==> config.mk <==
export PLATFORM = sky130hd
export DESIGN_NAME = lz_token_context_mapper_core_flat
export DESIGN_NICKNAME = d
export VERILOG_FILES = /design/src/rtl/lztcm_pkg.sv /design/src/rtl/lztcm_in_if.sv /design/src/rtl/lztcm_out_if.sv /design/src/rtl/lztcm_recent_cache.sv /design/src/rtl/lz_token_context_mapper_core.sv /design/src/flat_wrapper.sv
export SDC_FILE = /design/constraint.sdc
export NUM_CORES = 1
export LEC_CHECK = 0
export BUFFER_PORTS_ARGS = -buffer_cell sky130_fd_sc_hd__buf_4
export CELL_PAD_IN_SITES_DETAIL_PLACEMENT = 0
export CELL_PAD_IN_SITES_GLOBAL_PLACEMENT = 1
export CORE_UTILIZATION = 40
export CTS_BUF_LIST = sky130_fd_sc_hd__clkbuf_8
export CTS_CLUSTER_DIAMETER = 150
export CTS_CLUSTER_SIZE = 28
export DETAILED_ROUTE_END_ITERATION = 16
export PLACE_DENSITY_LB_ADDON = 0.1
export SLEW_MARGIN = 20
export SYNTH_ARGS = -nofsm -noshare
export SYNTH_HDL_FRONTEND = slang
export SYNTH_SLANG_ARGS = --single-unit
==> constraint.sdc <==
create_clock -name clk -period 12.59 [get_ports clk]
set_input_delay 0 -clock clk [delete_from_list [all_inputs] [get_ports clk]]
set_output_delay 0 -clock clk [all_outputs]
set_load 0.01 [all_outputs]
==> src/rtl/lztcm_pkg.sv <==
package lztcm_pkg;

  // Model group codes carried on each triple
  localparam logic [2:0] GRP_FLAG   = 3'd0;
  localparam logic [2:0] GRP_LIT    = 3'd1;
  localparam logic [2:0] GRP_LEN    = 3'd2;
  localparam logic [2:0] GRP_LSUF   = 3'd3;
  localparam logic [2:0] GRP_OFSPRE = 3'd4;
  localparam logic [2:0] GRP_OFSSUF = 3'd5;

  // Token kinds
  localparam logic MODE_LITERAL = 1'b0;
  localparam logic MODE_MATCH   = 1'b1;

  // Most triples one token can produce
  localparam int TRIP_MAX = 5;

  // Shortest match length
  localparam logic [11:0] MIN_LEN = 12'd5;

  // Symbol for a zero literal byte
  localparam logic [9:0] SYM_ZERO_BYTE = 10'd256;

  typedef struct packed {
    logic [2:0] model_group;
    logic [8:0] context_index;
    logic [9:0] symbol;
    logic       last_of_token;
  } triple_t;

endpackage

==> src/rtl/lztcm_in_if.sv <==
interface lztcm_in_if;
  logic        valid;
  logic        ready;
  logic        mode;
  logic [7:0]  byte_value;
  logic [14:0] file_id;
  logic [11:0] match_length;
  logic [7:0]  next_ref_byte;

  modport source (
    output valid, mode, byte_value, file_id, match_length, next_ref_byte,
    input  ready
  );
  modport sink (
    input  valid, mode, byte_value, file_id, match_length, next_ref_byte,
    output ready
  );
endinterface

==> src/rtl/lztcm_out_if.sv <==
interface lztcm_out_if;
  logic       valid;
  logic       ready;
  logic [2:0] model_group;
  logic [8:0] context_index;
  logic [9:0] symbol;
  logic       last_of_token;

  modport source (
    output valid, model_group, context_index, symbol, last_of_token,
    input  ready
  );
  modport sink (
    input  valid, model_group, context_index, symbol, last_of_token,
    output ready
  );
endinterface

==> src/rtl/lztcm_recent_cache.sv <==
module lztcm_recent_cache #(
  parameter int RECENT_DEPTH = 4,
  parameter int PW = (RECENT_DEPTH > 1) ? $clog2(RECENT_DEPTH) : 1
) (
  input  logic          clk,
  input  logic          rst_n,
  input  logic [14:0]   lookup_id,
  input  logic          upd_en,
  output logic          hit,
  output logic [PW-1:0] pos
);

  logic [14:0]   ent_r   [RECENT_DEPTH];
  logic [14:0]   ent_nxt [RECENT_DEPTH];
  logic [PW-1:0] move_pos;

  // Find the lowest matching entry
  always_comb begin
    hit = 1'b0;
    pos = '0;
    for (int i = RECENT_DEPTH - 1; i >= 0; i--) begin
      if (ent_r[i] == lookup_id) begin
        hit = 1'b1;
        pos = PW'(i);
      end
    end
  end

  // Move to front: shift entries up to the hit (or the whole list on a miss)
  assign move_pos = hit ? pos : PW'(RECENT_DEPTH - 1);

  always_comb begin
    ent_nxt[0] = lookup_id;
    for (int j = 1; j < RECENT_DEPTH; j++) begin
      ent_nxt[j] = (PW'(j) <= move_pos) ? ent_r[j-1] : ent_r[j];
    end
  end

  always_ff @(posedge clk) begin
    if (!rst_n) begin
      for (int k = 0; k < RECENT_DEPTH; k++) begin
        ent_r[k] <= '0;
      end
    end else if (upd_en) begin
      for (int k = 0; k < RECENT_DEPTH; k++) begin
        ent_r[k] <= ent_nxt[k];
      end
    end
  end

endmodule

==> src/rtl/lz_token_context_mapper_core.sv <==
// LZ token to range-coder triple mapper.
// in_ch takes one token per transfer: a literal byte (mode 0) or a match
// (mode 1: file id, length, reference byte after the match). out_ch gives
// the (model group, context index, symbol) triples of each token in order,
// last_of_token marking the final triple of the token.
// A literal gives 2 triples, a match 4 or 5. The output channel moves one
// triple per cycle when the receiver is ready. With the receiver always
// ready, the next token is taken in the cycle its predecessor's last
// triple moves, so tokens stream without gaps.
// The first triple of a token goes from the token buffer to the output
// register before it is valid on out_ch. The token buffer holds the
// triples of one token while the output register holds the triple on offer.
// When the receiver stalls, the output register holds its triple, the
// buffer holds its token and in_ch.ready drops until the buffer frees.
// Reset (rst_n low, synchronous) empties both stages and clears the flag,
// literal and length histories, the reference byte and the file cache
// (file 0 counts as cached at the front).
module lz_token_context_mapper_core #(
  parameter int RECENT_DEPTH  = 4,
  parameter int FLAG_CTX_BITS = 9,
  parameter int LEN_EXP       = 11
) (
  input logic       clk,
  input logic       rst_n,
  lztcm_in_if.sink  in_ch,
  lztcm_out_if.source out_ch
);
  import lztcm_pkg::*;

  localparam int PW = (RECENT_DEPTH > 1) ? $clog2(RECENT_DEPTH) : 1;
  localparam logic [15:0] MAX_LEN = 16'((1 << LEN_EXP) + 4);

  // State
  logic [FLAG_CTX_BITS-1:0] flag_r, flag_nxt;
  logic [15:0]              lit_r, lit_nxt;
  logic [3:0]               lctx_r, lctx_nxt;
  logic [7:0]               pend_r, pend_nxt;

  // Token buffer and output register
  triple_t    buf_r [TRIP_MAX];
  triple_t    trip  [TRIP_MAX];
  logic       buf_valid_r;
  logic [2:0] idx_r;
  triple_t    out_r;
  logic       out_valid_r;

  logic    in_fire, move, move_last;
  triple_t cur;

  // Datapath intermediates
  logic [31:0]              flag_ext;
  logic [FLAG_CTX_BITS:0]   flag_shift;
  logic [FLAG_CTX_BITS-1:0] flag_lit;
  logic [31:0]              flag_lit_ext;
  logic [4:0]               pop;
  logic [8:0]               lit_ctx;
  logic [9:0]               lit_sym;
  logic [11:0]              len_c, len_l;
  logic [3:0]               bkt;
  logic [11:0]              sfx;
  logic [5:0]               lctx_sum;
  logic                     c_hit;
  logic [PW-1:0]            c_pos;
  logic [9:0]               ofs_pre;
  logic [9:0]               ofs_suf;

  lztcm_recent_cache #(
    .RECENT_DEPTH (RECENT_DEPTH),
    .PW           (PW)
  ) u_cache (
    .clk       (clk),
    .rst_n     (rst_n),
    .lookup_id (in_ch.file_id),
    .upd_en    (in_fire && (in_ch.mode == MODE_MATCH)),
    .hit       (c_hit),
    .pos       (c_pos)
  );

  // Handshake: move a triple when the output register is free or drains
  assign cur        = buf_r[idx_r];
  assign move       = buf_valid_r && (!out_valid_r || out_ch.ready);
  assign move_last  = move && cur.last_of_token;
  assign in_ch.ready = !buf_valid_r || move_last;
  assign in_fire    = in_ch.valid && in_ch.ready;

  // Flag context and history
  assign flag_ext   = 32'(flag_r);
  assign flag_shift = {flag_r, in_ch.mode};
  assign flag_nxt   = flag_shift[FLAG_CTX_BITS-1:0];

  // Literal context: ones in the literal history plus updated flag bits
  always_comb begin
    pop = '0;
    for (int i = 0; i < 16; i++) begin
      pop = pop + 5'(lit_r[i]);
    end
  end

  assign flag_lit     = flag_shift[FLAG_CTX_BITS-1:0] & ~FLAG_CTX_BITS'(1);
  assign flag_lit_ext = 32'(flag_lit);
  assign lit_ctx      = {3'b0, flag_lit_ext[1:0], 4'b0} + {4'b0, pop};
  assign lit_sym      = (in_ch.byte_value == 8'd0) ? SYM_ZERO_BYTE
                      : {2'b0, in_ch.byte_value ^ pend_r};

  // Saturate the length and split it into bucket and suffix
  always_comb begin
    if (in_ch.match_length < MIN_LEN) begin
      len_c = MIN_LEN;
    end else if ({4'b0, in_ch.match_length} > MAX_LEN) begin
      len_c = MAX_LEN[11:0];
    end else begin
      len_c = in_ch.match_length;
    end
  end

  assign len_l = len_c - MIN_LEN;

  always_comb begin
    bkt = '0;
    for (int i = 0; i < 12; i++) begin
      if (len_l[i]) begin
        bkt = 4'(i + 1);
      end
    end
  end

  always_comb begin
    sfx = len_l;
    if (bkt > 4'd1) begin
      sfx[bkt - 4'd1] = 1'b0;
    end
  end

  // Length context: floor((3*ctx + bucket)/4), clamped
  assign lctx_sum = 6'(lctx_r) * 6'd3 + 6'(bkt);
  always_comb begin
    if (lctx_sum[5:2] > 4'(LEN_EXP)) begin
      lctx_nxt = 4'(LEN_EXP);
    end else begin
      lctx_nxt = lctx_sum[5:2];
    end
  end

  // Offset prefix and suffix from the file cache
  assign ofs_pre = c_hit ? 10'd0 : ({3'b0, in_ch.file_id[14:8]} + 10'd1);
  assign ofs_suf = c_hit ? 10'(c_pos) : {2'b0, in_ch.file_id[7:0]};

  // Build the triples of the incoming token
  always_comb begin
    trip[0] = '{GRP_FLAG, flag_ext[8:0], {9'b0, in_ch.mode}, 1'b0};
    if (in_ch.mode == MODE_LITERAL) begin
      trip[1] = '{GRP_LIT, lit_ctx, lit_sym, 1'b1};
      trip[2] = trip[1];
      trip[3] = trip[1];
      trip[4] = trip[1];
    end else begin
      trip[1] = '{GRP_LEN, {5'b0, lctx_r}, {6'b0, bkt}, 1'b0};
      if (bkt > 4'd1) begin
        trip[2] = '{GRP_LSUF, {5'b0, bkt}, sfx[9:0], 1'b0};
        trip[3] = '{GRP_OFSPRE, 9'd0, ofs_pre, 1'b0};
        trip[4] = '{GRP_OFSSUF, ofs_pre[8:0], ofs_suf, 1'b1};
      end else begin
        trip[2] = '{GRP_OFSPRE, 9'd0, ofs_pre, 1'b0};
        trip[3] = '{GRP_OFSSUF, ofs_pre[8:0], ofs_suf, 1'b1};
        trip[4] = trip[3];
      end
    end
  end

  // Next values of the token state
  always_comb begin
    lit_nxt  = lit_r;
    pend_nxt = pend_r;
    if (in_ch.mode == MODE_LITERAL) begin
      lit_nxt  = {lit_r[7:0], in_ch.byte_value};
      pend_nxt = 8'd0;
    end else begin
      pend_nxt = in_ch.next_ref_byte;
    end
  end

  // Advance the token state on each input transfer
  always_ff @(posedge clk) begin
    if (!rst_n) begin
      flag_r <= '0;
      lit_r  <= '0;
      lctx_r <= '0;
      pend_r <= '0;
    end else if (in_fire) begin
      flag_r <= flag_nxt;
      lit_r  <= lit_nxt;
      pend_r <= pend_nxt;
      if (in_ch.mode == MODE_MATCH) begin
        lctx_r <= lctx_nxt;
      end
    end
  end

  // Token buffer control
  always_ff @(posedge clk) begin
    if (!rst_n) begin
      buf_valid_r <= 1'b0;
      idx_r       <= '0;
    end else if (in_fire) begin
      buf_valid_r <= 1'b1;
      idx_r       <= '0;
    end else if (move_last) begin
      buf_valid_r <= 1'b0;
      idx_r       <= '0;
    end else if (move) begin
      idx_r <= idx_r + 3'd1;
    end
  end

  // Load the buffer payload
  always_ff @(posedge clk) begin
    if (in_fire) begin
      for (int k = 0; k < TRIP_MAX; k++) begin
        buf_r[k] <= trip[k];
      end
    end
  end

  // Output register: hold while stalled, drop after the transfer
  always_ff @(posedge clk) begin
    if (!rst_n) begin
      out_valid_r <= 1'b0;
    end else if (move) begin
      out_valid_r <= 1'b1;
    end else if (out_ch.ready) begin
      out_valid_r <= 1'b0;
    end
  end

  always_ff @(posedge clk) begin
    if (move) begin
      out_r <= cur;
    end
  end

  assign out_ch.valid         = out_valid_r;
  assign out_ch.model_group   = out_r.model_group;
  assign out_ch.context_index = out_r.context_index;
  assign out_ch.symbol        = out_r.symbol;
  assign out_ch.last_of_token = out_r.last_of_token;

`ifndef SYNTH
  // A token transfer always leaves a full buffer starting at its flag
  a_fire_loads: assert property (@(posedge clk) disable iff (!rst_n)
    in_fire |=> (buf_valid_r && (idx_r == 3'd0) && (cur.model_group == GRP_FLAG)))
    else $error("token transfer did not load the buffer");

  // The buffer never runs past the longest token
  a_idx_range: assert property (@(posedge clk) disable iff (!rst_n)
    buf_valid_r |-> (idx_r < 3'(TRIP_MAX)))
    else $error("triple index out of range");

  // Literal and offset suffix triples close a token, nothing else does
  a_last_group: assert property (@(posedge clk) disable iff (!rst_n)
    out_ch.valid |-> (out_ch.last_of_token ==
      ((out_ch.model_group == GRP_LIT) || (out_ch.model_group == GRP_OFSSUF))))
    else $error("last_of_token on wrong group");

  // The length context stays within its clamp
  a_lctx_clamp: assert property (@(posedge clk) disable iff (!rst_n)
    lctx_r <= 4'(LEN_EXP))
    else $error("length context above clamp");
`endif

endmodule
==> src/flat_wrapper.sv <==
// flat-port wrapper written by rule: the top's interface ports become plain ports
module lz_token_context_mapper_core_flat import lztcm_pkg::*;
#(
  parameter int RECENT_DEPTH  = 4,
  parameter int FLAG_CTX_BITS = 9,
  parameter int LEN_EXP       = 11
)
  (clk, rst_n, in_ch_valid, in_ch_mode, in_ch_byte_value, in_ch_file_id, in_ch_match_length, in_ch_next_ref_byte, in_ch_ready, out_ch_valid, out_ch_model_group, out_ch_context_index, out_ch_symbol, out_ch_last_of_token, out_ch_ready);
  lztcm_in_if in_ch_i ();
  lztcm_out_if out_ch_i ();
  input logic clk;
  input logic rst_n;
  input wire logic [$bits(in_ch_i.valid)-1:0] in_ch_valid;
  input wire logic [$bits(in_ch_i.mode)-1:0] in_ch_mode;
  input wire logic [$bits(in_ch_i.byte_value)-1:0] in_ch_byte_value;
  input wire logic [$bits(in_ch_i.file_id)-1:0] in_ch_file_id;
  input wire logic [$bits(in_ch_i.match_length)-1:0] in_ch_match_length;
  input wire logic [$bits(in_ch_i.next_ref_byte)-1:0] in_ch_next_ref_byte;
  output wire logic [$bits(in_ch_i.ready)-1:0] in_ch_ready;
  output wire logic [$bits(out_ch_i.valid)-1:0] out_ch_valid;
  output wire logic [$bits(out_ch_i.model_group)-1:0] out_ch_model_group;
  output wire logic [$bits(out_ch_i.context_index)-1:0] out_ch_context_index;
  output wire logic [$bits(out_ch_i.symbol)-1:0] out_ch_symbol;
  output wire logic [$bits(out_ch_i.last_of_token)-1:0] out_ch_last_of_token;
  input wire logic [$bits(out_ch_i.ready)-1:0] out_ch_ready;
  assign in_ch_i.valid = in_ch_valid;
  assign in_ch_i.mode = in_ch_mode;
  assign in_ch_i.byte_value = in_ch_byte_value;
  assign in_ch_i.file_id = in_ch_file_id;
  assign in_ch_i.match_length = in_ch_match_length;
  assign in_ch_i.next_ref_byte = in_ch_next_ref_byte;
  assign in_ch_ready = in_ch_i.ready;
  assign out_ch_valid = out_ch_i.valid;
  assign out_ch_model_group = out_ch_i.model_group;
  assign out_ch_context_index = out_ch_i.context_index;
  assign out_ch_symbol = out_ch_i.symbol;
  assign out_ch_last_of_token = out_ch_i.last_of_token;
  assign out_ch_i.ready = out_ch_ready;
  lz_token_context_mapper_core #(.RECENT_DEPTH(RECENT_DEPTH), .FLAG_CTX_BITS(FLAG_CTX_BITS), .LEN_EXP(LEN_EXP)) u_core (.clk(clk), .rst_n(rst_n), .in_ch(in_ch_i), .out_ch(out_ch_i));
endmodule
Word-level counts from Yosys, hierarchy flattened
Memories as Yosys holds them, arrays and structs flattened. A register that Yosys moved wholly into a read port is not among the register bits.
Index checks and enable logic that the tools add are counted.
{"block": "word_totals", "ff_bits": 65, "wordCells": 123, "mem_bits_rw": 175, "mem_count": 2, "out_inout_bits": 25, "in_bits": 48}
{"memory": "u_core.buf_r", "words": 5, "word_bits": 23, "rd": 1, "rd_clocked_by_memory_dff": 1, "write_ports": 5, "line_no": "lz_token_context_mapper_core.sv:40", "rtl": "triple_t buf_r [TRIP_MAX];"}
{"memory": "u_core.u_cache.ent_r", "words": 4, "word_bits": 15, "rd": 4, "rd_clocked_by_memory_dff": 0, "write_ports": 4, "line_no": "lztcm_recent_cache.sv:13", "rtl": "logic [14:0] ent_r [RECENT_DEPTH];"}
{"block": "op_classes", "n_bitwise": 9, "n_eq_ne": 4, "n_lt_le_gt_ge": 9, "n_reduce_logical": 15, "multipliers": 1, "add_sub_neg": 21, "muxes": 51}
{"op": "2-to-1 mux 15 bit", "count": 7}
{"op": "2-to-1 mux 91 bit", "count": 1}
{"op": "adder 5 x 1 -> 5 bit", "count": 14}
{"op": "2-to-1 mux 69 bit", "count": 1}
{"op": "equality test 15 bit", "count": 4}
{"op": "2-to-1 mux 12 bit", "count": 2}
{"op": "2-to-1 mux 4 bit", "count": 6}
{"op": "2-to-1 mux 3 bit", "count": 6}
{"op": "2-to-1 mux 1 bit", "count": 16}
{"op": "2-to-1 mux 8 bit", "count": 2}
{"op": "2-to-1 mux 2 bit", "count": 7}
{"op": "greater-than comparator 12 bit (second input constant)", "count": 1}
{"op": "< comparator 12 x 3 -> 1 bit (second input constant)", "count": 1}
{"op": "subtractor 12 x 3 -> 12 bit (second input constant)", "count": 1}
{"op": "AND 10 bit", "count": 1}
{"op": "2-to-1 mux 10 bit", "count": 1}
{"op": "inverter 10 bit", "count": 1}
{"op": "2-to-1 mux 9 bit", "count": 1}
{"op": "adder 7 x 1 -> 8 bit (second input constant)", "count": 1}
{"op": "logical NOT 8 bit", "count": 1}
{"op": "XOR 8 bit", "count": 1}
{"op": "adder 6 x 5 -> 7 bit", "count": 1}
{"op": "adder 6 x 4 -> 6 bit", "count": 1}
{"op": "multiplier 4 x 2 -> 6 bit (second input constant)", "count": 1}
{"op": "18 further kinds", "count": 31}

Longest topological paths before layout
{"block": "depth", "depth_word": 25, "mapped_depth": 22, "depth_no_buf": 20}

Hierarchy
From an unflattened synthesis, not the netlist that was laid out.
{"block": "hier_totals", "hier_cells": 966, "area_unflattened_um2": 10570.1}
{"mod": "lz_token_context_mapper_core", "cells_each": 728, "seq_area_each_um2": 3873.7, "area_per_inst_um2": 7518.5, "n_inst": 1}
{"mod": "lztcm_recent_cache", "cells_each": 238, "seq_area_each_um2": 1801.7, "area_per_inst_um2": 3051.7, "n_inst": 1}

Least setup slack after synthesis
Ideal clock, no wire load.
{"block": "synth_timing", "path_type": "input to register", "startpoint": "input in_ch_match_length[8]", "endpoint": "register u_core.lctx_r[0]", "path_slack_ps": 7651, "t_required_ps": 12516, "t_arrival_ps": 4864, "n_path_buf": 2, "stages": 21, "setup_ps": 74, "path_cell_list": "clkbuf_1 nor3_1 nand4_1 xnor2_1 inv_1 nand2_1 ha_1 clkbuf_1 nor2b_1 or3_4 o311ai_4 o211ai_4 a2111o_1 nor2b_1 fa_1 ha_1 a21o_1 a211o_1 a31o_2 or3_1 a31oi_1"}
{"block": "synth_via", "elab_chain_cells": 19, "word_cells_on_any_way": 20, "classes_between": "add/sub (2); order compare (3); mux (15)"}
{"element": "from (decl)", "line_no": "flat_wrapper.sv:17", "rtl": "input wire logic [$bits(in_ch_i.match_length)-1:0] in_ch_match_length;"}
{"element": "greater-than comparator 12 bit", "line_no": "lz_token_context_mapper_core.sv:109", "rtl": "end else if ({4'b0, in_ch.match_length} > MAX_LEN) begin"}
{"element": "2-to-1 mux 12 bit", "line_no": "lz_token_context_mapper_core.sv:109"}
{"element": "2-to-1 mux 12 bit (*)", "line_no": "lz_token_context_mapper_core.sv:107", "rtl": "if (in_ch.match_length < MIN_LEN) begin"}
{"element": "subtractor 12 x 3 -> 12 bit (*)", "line_no": "lz_token_context_mapper_core.sv:116", "rtl": "assign len_l = len_c - MIN_LEN;"}
{"element": "2-to-1 mux 1 bit", "line_no": "lz_token_context_mapper_core.sv:121", "rtl": "if (len_l[i]) begin"}
{"element": "2-to-1 mux 2 bit (2 in series)", "line_no": "lz_token_context_mapper_core.sv:121"}
{"element": "2-to-1 mux 3 bit (4 in series)", "line_no": "lz_token_context_mapper_core.sv:121"}
{"element": "2-to-1 mux 4 bit (4 in series)", "line_no": "lz_token_context_mapper_core.sv:121"}
{"element": "2-to-1 mux 4 bit (*)", "line_no": "lz_token_context_mapper_core.sv:121"}
{"element": "adder 6 x 4 -> 6 bit (*)", "line_no": "lz_token_context_mapper_core.sv:135", "rtl": "assign lctx_sum = 6'(lctx_r) * 6'd3 + 6'(bkt);"}
{"element": "greater-than comparator 4 bit", "line_no": "lz_token_context_mapper_core.sv:137", "rtl": "if (lctx_sum[5:2] > 4'(LEN_EXP)) begin"}
{"element": "2-to-1 mux 4 bit (*)", "line_no": "lz_token_context_mapper_core.sv:137"}
{"element": "to (signal assigned)", "line_no": "lz_token_context_mapper_core.sv:194", "rtl": "lctx_r <= lctx_nxt;"}
{"element": "to (decl)", "line_no": "lz_token_context_mapper_core.sv:36", "rtl": "logic [3:0] lctx_r, lctx_nxt;"}
Every way passes the cells marked *; elsewhere a longest branch is shown, timed or not.
A chain may end at the register's enable or synchronous reset.

Worst setup path after layout
Same ends and word-level chain as after synthesis.

==> results by group <==
Detailed routing
  • DRT Wirelength: 24.0 mm
  • DRT Pass-1 Iters: 5
  • Antenna viol nets, final: 0
  • DR DRC count: 0
  • Iteration-0 DRC Markers: 436
  • Via count: 6930
  • Vias per cell: 5.23
  • Routed wire per std cell: 18.1 µm

Global routing
  • Grt ovf: 0
  • Met3 GRT Util: 0.0206
  • First-pass GRT wire length: 37.5 mm
  • All-Layer GR Usage: 0.185
  • Routing layer with the top usage in global route: met2
  • GR Util met2: 0.319
  • Largest net degree at the start of global routing: 86
  • Initial antenna violation count: 0
  • Global routing usage on met1: 0.247
  • Vias in the first global route: 6800

Clock tree
  • CTS tree: built
  • Setup Fix Bufs, Post-CTS: 0
  • Hold Buf Count CTS: 35
  • Clock Tree Root: clkbuf_8
  • Later-pin clock latency in the skew report: 510 ps
  • Depth of the CTS H-tree: 1
  • Clock sink count: 204
  • CTS Buffer Depth: 3
  • Clock-pin slew on the worst setup and hold paths: 180 ps
  • TritonCTS buffer count: 11
  • Resize count post-CTS: 0

Setup path
  • Crit path from: in_ch_match_length[8]
  • Crit-path max FO: 11
  • Crit path DAT: 5270 ps
  • Crit. End Element: register
  • Setup crit start kind: input port
  • Req. time, crit path: 13050 ps
  • RR Endpoint: u_core.lit_r[14]
  • R2R Setup Slk: 8010 ps
  • Kind of critical path: in2reg
  • Worst R2R Path Depth: 10

Pwr
  • P_sw: 0.335 mW
  • VDD IR-drop max: 0.113 mV
  • Final Power: 1.28 mW
  • Sequential power share: 0.617
  • Pwr per Cell Area: 109 nW/µm²
  • Switching share of power: 0.263
  • Lkg Pwr: 4.62 nW
  • Clk pwr share: 0.228
  • Pint: 0.940 mW
  • Comb power frac: 0.155

Timing
  • Final Hold Fails: 0
  • Relative slew slack: 0.307
  • Final period utilization: 0.382
  • Worst Clk Skew: 46.0 ps
  • Setup violators final: 0
  • Slew Viols, Final: 0
  • Slew at the pin closest to its max-slew limit: 1040 ps
  • Fin crit period: 4810 ps
  • Post-Route Setup TNS: 0 ps
  • RSZ-0062 raised after global routing: no
  • Fmax: 208 MHz

Layout
  • Area grow syn2layout: 12.6%
  • Nets@finish: 1066
  • Layout Cells excl Fill: 1326
  • Antenna Cells: 0
  • Post-route core utilization: 0.461
  • Area of the multi-input gates: 4280 µm²
  • Seq. cell area: 5680 µm²
  • Fin area: 11700 µm²
  • Layout cells sized above 1: 0.136
  • Fillcell total: 2367

Min path
  • Hold Crit Class: in2reg
  • Worst hold path startpoint: in_ch_file_id[8]
  • Hold depth: 2
  • Hold EP: u_core.u_cache.ent_r[0][8]

Die
  • Die Ht: 163 µm
  • Initial Util: 0.410
  • # IOs: 73
  • Row count: 58
  • Core footprint: 25300 µm²
  • Die W: 163 µm
  • Die area: 26600 µm²

Outcome
  • Status: finished, final reports clean

Synth
  • Yosys top cell area share: 0.460
  • Number of flops mapped to enable cells by yosys: 159
  • Seq cells post-synth: 204
  • Async set-or-reset flop fraction in the synthesized netlist: 0
  • Cell with the most instances after synthesis: edfxtp_1
  • Syn Inst Count: 927
  • Post-synth top flop: edfxtp_1
  • Post-synth cell types: 67
  • Syn Nets: 1001
  • Cell taking the most area after synthesis: edfxtp_1
  • Register area share after synthesis: 0.547
  • Synth warnings: 0
  • Post-Syn Area per Cell: 11.2 µm²
  • Most frequent cells after synthesis: edfxtp_1 (159), nand2_1 (133), and3_1 (67)
  • Post-Syn Area: 10400 µm²
  • Top post-synthesis cells by area: edfxtp_1 (46%), dfxtp_1 (8.7%), nand2_1 (4.8%), and3_1 (4.0%), xor2_1 (3.5%)

Job
  • MaxCap Viol Count: 0

Placed design
  • Placed cell area: 11100 µm²
  • Post-detail-place hpwl: 17.1 mm
  • Placed Cells: 1274
  • I/O Buffers: 72
  • GPL Wtd Cong: 0.828
## power groups by stage
| stage | combinational, mW | clock (mW) | sequential, mW |
|---|---|---|---|
| finish | 0.198 | 0.291 | 0.787 |
| global route | 0.219 | 0.325 | 0.791 |
| CTS | 0.200 | 0.303 | 0.787 |
| detailed placement | 0.191 | 0 | 0.802 |
| global placement | 0.191 | 0 | 0.801 |
| floorplan | 0.124 | 0 | 0.801 |
## critical path, stage by stage
cell and delay [ps]:
buf_4 150, nor3_1 510, nand4_1 250, xnor2_1 250
inv_1 60, nand2_1 90, ha_1 340, nor2b_1 110
or3_4 360, o311ai_4 260, o211ai_4 170, a2111o_1 500
nor2b_1 240, fa_1 500, ha_1 240, a21o_1 190
a211o_1 290, a31o_2 200, or3_1 360, a31oi_1 160
## registers in the layout, summed over array words and instances (netlist names), named ones only
signal / flops
u_core.pend_r: 8
u_core.out_ch.model_group: 3
u_core.buf_r: 76
u_core.buf_valid_r: 1
u_core.out_ch.last_of_token: 1
u_core.out_ch.symbol: 10
u_core.flag_r: 9
u_core.u_cache.ent_r: 60
u_core.out_ch.valid: 1
u_core.idx_r: 3
u_core.lit_r: 16
u_core.lctx_r: 4
u_core.out_ch.context_index: 9
## cells by family after synthesis
logic type,synth area share
simple gates,0.153
flops,0.547
compound gates,0.116
buf+inv,0.0411
xor+xnor,0.0675
fa+ha+maj,0.0425
mux,0.0330
## how the worst max path moves through the flow
stage          cells after the start               end  slack, ps
3_3_place_gp                      20  u_core.lctx_r[1]       7400
3_5_place_dp                      20  u_core.lctx_r[0]       7270
2_1_floorplan                     21  u_core.lctx_r[0]       7650
4_1_cts                           20  u_core.lctx_r[0]       7850
6_report                          20  u_core.lctx_r[0]       7780
5_1_grt                           20  u_core.lctx_r[0]       7320
## area by class of cell
cell class / count / share of cell area
sequential: 204 / 0.486
multi-input combinational: 614 / 0.367
timing repair buffer: 115 / 0.0814
tap: 330 / 0.0353
inverter: 46 / 0.0148
clock buffer: 11 / 0.0130
clock inverter: 6 / 0.00332
## stage by stage
step	hold WS (ps)	setup WS [ps]
after floorplan	98.9	7650
after global placement	217	7400
after detailed placement	220	7270
after CTS	4.74	7850
after global routing	16.5	7320
final	28.4	7780
## metal layers
| metal | part of all wire | routed length (µm) |
|---|---|---|
| met5 | 0 | 0 |
| met4 | 0.017 | 411 |
| met3 | 0.034 | 805 |
| met2 | 0.49 | 11800 |
| met1 | 0.46 | 11000 |
## cell usage in the layout, fill, tap and decap left out, types with 30 or more instances in the layout
master / Yosys / routed
dfxtp_1: 45 / 45
and3_1: 67 / 67
dlygate4sd3_1: 0 / 35
buf_4: 0 / 80
xor2_1: 41 / 41
inv_1: 44 / 49
nand2_1: 133 / 133
edfxtp_1: 159 / 159
xnor2_1: 39 / 39
o21ai_0: 32 / 30
(Power assumes the default switching activity.)
